$ cat config.mk
export PLATFORM = sky130hd
export DESIGN_NAME = rrst_ctrl
export DESIGN_NICKNAME = d
export VERILOG_FILES = /design/src/sv/rrst_pkg.sv /design/src/sv/rrst_ctrl.sv
export SDC_FILE = /design/constraint.sdc
export NUM_CORES = 1
export LEC_CHECK = 0
export BUFFER_PORTS_ARGS = -buffer_cell sky130_fd_sc_hd__buf_2
export CAP_MARGIN = 20
export CORE_AREA = 3 3 40 42
export CTS_BUF_LIST = sky130_fd_sc_hd__clkbuf_2 sky130_fd_sc_hd__clkbuf_4 sky130_fd_sc_hd__clkbuf_8
export CTS_CLUSTER_SIZE = 40
export DETAILED_ROUTE_END_ITERATION = 8
export DIE_AREA = 0 0 43 45
export GPL_TIMING_DRIVEN = 0
export HOLD_SLACK_MARGIN = 0.06
export PLACE_DENSITY = 0.41
export SLEW_MARGIN = 20
export SYNTH_ARGS = -nofsm -noshare
export SYNTH_HDL_FRONTEND = slang
export SYNTH_SLANG_ARGS = --single-unit
$ cat constraint.sdc
create_clock -name clk -period 1.7 [get_ports clk]
set_input_delay 0.17 -clock clk [delete_from_list [all_inputs] [get_ports clk]]
set_output_delay 0.17 -clock clk [all_outputs]
set_load 0.01 [all_outputs]
$ cat src/sv/rrst_pkg.sv
// Shared constants, codes and control types for the range rank/select table.
package rrst_pkg;

    localparam int MAX_RANGES = 1024;
    localparam int POS_BITS   = 32;
    localparam int WORD_W     = 32;
    localparam int IDX_W      = $clog2(MAX_RANGES);
    localparam int CNT_W      = $clog2(MAX_RANGES + 1);

    localparam logic [WORD_W-1:0] POS_MASK = (POS_BITS >= WORD_W) ? '1 :
        WORD_W'((64'(1) << POS_BITS) - 64'(1));

    typedef enum logic [1:0] {
        REQ_CLEAR  = 2'd0,
        REQ_APPEND = 2'd1,
        REQ_POS2RK = 2'd2,
        REQ_RK2POS = 2'd3
    } req_code_t;

    typedef enum logic [1:0] {
        STAT_OK        = 2'd0,
        STAT_NOT_FOUND = 2'd1,
        STAT_FULL      = 2'd2,
        STAT_BAD_RANGE = 2'd3
    } stat_code_t;

    typedef enum logic [2:0] {
        ST_IDLE,
        ST_EXEC,
        ST_START,
        ST_SEARCH,
        ST_DONE
    } state_t;

    typedef struct packed {
        logic capture;
        logic exec;
        logic start;
        logic step;
        logic push;
    } dp_cmd_t;

    typedef struct packed {
        req_code_t req_in;
        logic      empty;
        logic      hit;
        logic      more;
        logic      out_free;
    } dp_stat_t;

endpackage

$ cat src/sv/rrst_ctrl.sv
// Controller state machine sequencing table updates and binary searches.
module rrst_ctrl
    import rrst_pkg::*;
(
    input  logic     clk,
    input  logic     rst_n,
    input  logic     in_valid,
    output logic     in_ready,
    input  dp_stat_t stat,
    output dp_cmd_t  cmd
);

    state_t state_reg;
    state_t state_next;

    always_ff @(posedge clk or negedge rst_n)
    begin
        if (!rst_n)
        begin
            state_reg <= ST_IDLE;
        end
        else
        begin
            state_reg <= state_next;
        end
    end

    always_comb
    begin
        state_next = state_reg;
        cmd        = '0;
        in_ready   = 1'b0;
        unique case (state_reg)
            ST_IDLE:
            begin
                in_ready = 1'b1;
                if (in_valid)
                begin
                    cmd.capture = 1'b1;
                    if (stat.req_in == REQ_CLEAR || stat.req_in == REQ_APPEND)
                    begin
                        state_next = ST_EXEC;
                    end
                    else
                    begin
                        state_next = ST_START;
                    end
                end
            end
            ST_EXEC:
            begin
                cmd.exec   = 1'b1;
                state_next = ST_DONE;
            end
            ST_START:
            begin
                cmd.start  = 1'b1;
                state_next = stat.empty ? ST_DONE : ST_SEARCH;
            end
            ST_SEARCH:
            begin
                cmd.step = 1'b1;
                if (stat.hit || !stat.more)
                begin
                    state_next = ST_DONE;
                end
            end
            ST_DONE:
            begin
                if (stat.out_free)
                begin
                    cmd.push   = 1'b1;
                    state_next = ST_IDLE;
                end
            end
            default:
            begin
                state_next = ST_IDLE;
            end
        endcase
    end

    assert property (@(posedge clk) disable iff (!rst_n)
        (state_reg == ST_SEARCH && (stat.hit || !stat.more)) |=> state_reg == ST_DONE)
        else $error("search did not finish after its last probe");

    assert property (@(posedge clk) disable iff (!rst_n)
        cmd.push |=> state_reg == ST_IDLE)
        else $error("controller did not return to idle after delivering a result");

    assert property (@(posedge clk) disable iff (!rst_n)
        $onehot0({cmd.capture, cmd.exec, cmd.start, cmd.step, cmd.push}))
        else $error("more than one datapath command in one cycle");

endmodule

==> flow_summary.ini <==
[critical_path]
reg2reg_depth = 4
arrival_ns = 1.20
r2r-end = state_reg[0]
max_stage_delay_ns = 0.34
crit_chain = buf_2, nor4b_1, buf_2
endpoint_kind = output pin
crit_type = flop to output pin
crit_buf_inv = 2
r2r_slack_ns = 0.66
cpLargestDelayFamily = buffers and inverters
critPathMaxFanout = 9
crit_slowest_cell = dfrtp_1
r2r-start = state_reg[2]
crit_top_cell = buf_2
cp_data_required_time_ns = 1.53
start_kind = flop

[timing]
finalCriticalPeriod_ns = 1.37
finalCritPeriodShare_pct = 80.3
worstMarginPinSlew_ns = 0.236
fin_hold_ws_ns = 0.266
slew_viol_final = 0
hold_viol = 0
tns_ns = 0
setup_violations = 0
skew_ns = 0.00429
clock.fmax_mhz = 732
layout_setup_ws_ns = 0.335
rsz0062_at_grt = false
relSlewSlack_pct = 84.1

[finish]
diodes = 0
final_cell_mix = buf_2, clkbuf_4, dfrtp_1
final_common_cell = buf_2
largest_reg_flops = 3
final_nets = 55
drive_above_1_share_pct = 48.9
areaGrowthSynthToFinish_pct = 52.1

[detailed_routing]
drc = 0
drt_wl_total_um = 613
routed_via_density = 4.30
vias = 258
drtIter0Drc = 0
avgRoutedWirePerCell_um = 10.2
ant_nets = 0
first_pass_iters = 1

[global_routing]
antenna_found_initial = 0
grt_pass1_vias = 251
use_met1_pct = 8.21
grt_pass1_wl_um = 993
grt_start_max_net_pins = 11
grt.overflow.total = 0
met3_usage_pct = 1.99
busiest_layer = met2
use_met2_pct = 11.4
grt.total_usage_pct = 7.17

[yosys]
synthTopCellsByArea = dfrtp_1, o31ai_1, a31oi_1, and2_1, and4bb_2
yosysUniqueCellTypes = 19
yosysTopAreaCellShare_pct = 31.6
yosysSeqAreaShare_pct = 31.6
postSynthCellCount = 27
syn_avg_cell_area_um2 = 8.80
yosysWarnings = 0
ys_ff_latch = 3
syn-cell-area_um2 = 238
yosys.area.top_type = dfrtp_1
synthesis.nets = 36

[clock_network]
cts_resized = 0
cts_made_buffers = 3
cts_root_buffer = clkbuf_4
h-tree-depth = 1
insertion_delay_ns = 0.23
clk_pin_slew_ns = 0.04
post-cts-setup-buffers = 0
clk_path_buf_depth = 2
cts_tree = built
cts.sinks = 3

[floorplanning]
num_rows = 13
chipWidth_um = 43
dieArea_mm2 = 0.00194
die_h_um = 45
start_util_pct = 18.5
ios = 15
core_mm2 = 0.00128

[placed_design]
dp_worst_setup_slack_ns = 0.570
gp_congestion = 0.754
io_buffers = 13
hpwl_um = 475

[outcome]
outcome = finished clean

[pwr]
p_per_area_mw_per_mm2 = 1440
p_total_uw = 521
ir_worst_vdd_mv = 0.314
p_leak_uw = 0.000187

[hold_path]
worstHoldPathType = primary input to asynchronous set/reset pin

[job]
drv_cap = 0
-- synth_stat cells (all sizes together) --
library cell / number
and4bb: 1
nor4b: 1
inv: 2
nand4b: 1
nor3: 2
a21oi: 2
nor2: 1
and2b: 1
nand2b: 1
nor2b: 1
buf: 3
a31oi: 2
o22ai: 1
and2: 2
and3b: 1
dfrtp: 3
o31ai: 2
-- worst register-to-register path, cell delays in order (launching register included) --
cell and delay (ns):
dfrtp_1 0.34, buf_2 0.17, nor2b_2 0.18, nand4b_1 0.13, o31ai_1 0.10
-- how the worst max path moves through the flow --
| stage | depth (start not counted) | start | slack, ns | end |
|---|---|---|---|---|
| floorplan | 2 | state_reg[2] | 0.55 | cmd[4] |
| global placement | 3 | state_reg[2] | 0.57 | cmd[4] |
| detailed placement | 3 | state_reg[2] | 0.57 | cmd[4] |
| CTS | 3 | state_reg[2] | 0.32 | cmd[4] |
| global route | 3 | state_reg[2] | 0.21 | cmd[4] |
| finish | 3 | state_reg[2] | 0.33 | cmd[4] |
-- routing by layer --
metal,up-vias,routed length (um)
met5,-,0
met4,0,0
met3,0,43
met2,8,315
met1,116,254
li1,134,-
-- per-stage QoR --
stage               cell area, um2  utilization [%]  std cells
floorplan                      238                -         27
global placement               322             25.0         55
detailed placement             322             25.0         55
CTS                            362             28.1         60
global route                   362             28.1         60
finish                         362             28.1         60
-- cell families after synthesis --
logic type / synth area share [%]
buffers and inverters: 13.2
AND/OR/NAND/NOR: 36.8
AO/OA/AOI/OAI: 18.4
flip-flops: 31.6
-- what timing repair did --
action	CTS	global route
hold buffers	1	0
endpoints found under the setup margin	0	0
endpoints found under the hold margin	3	0
-- cell type report --
cell class | count | area [um2]
Fill cell | 147 | 923
Multi-Input combinational cell | 19 | 131
Timing Repair Buffer | 14 | 75.1
Clock buffer | 4 | 30.0
Buffer | 3 | 23.8
Inverter | 2 | 7.51
Sequential cell | 3 | 75.1
Tap cell | 15 | 18.8
-- report_power, final --
group	internal [uW]	switching (uW)	leakage, uW
Clock	104	33.5	0.0000184
Combinational	129	152	0.000129
Sequential	97.3	6.36	0.0000392
Note: power is estimated with default switching activity, not from simulation.
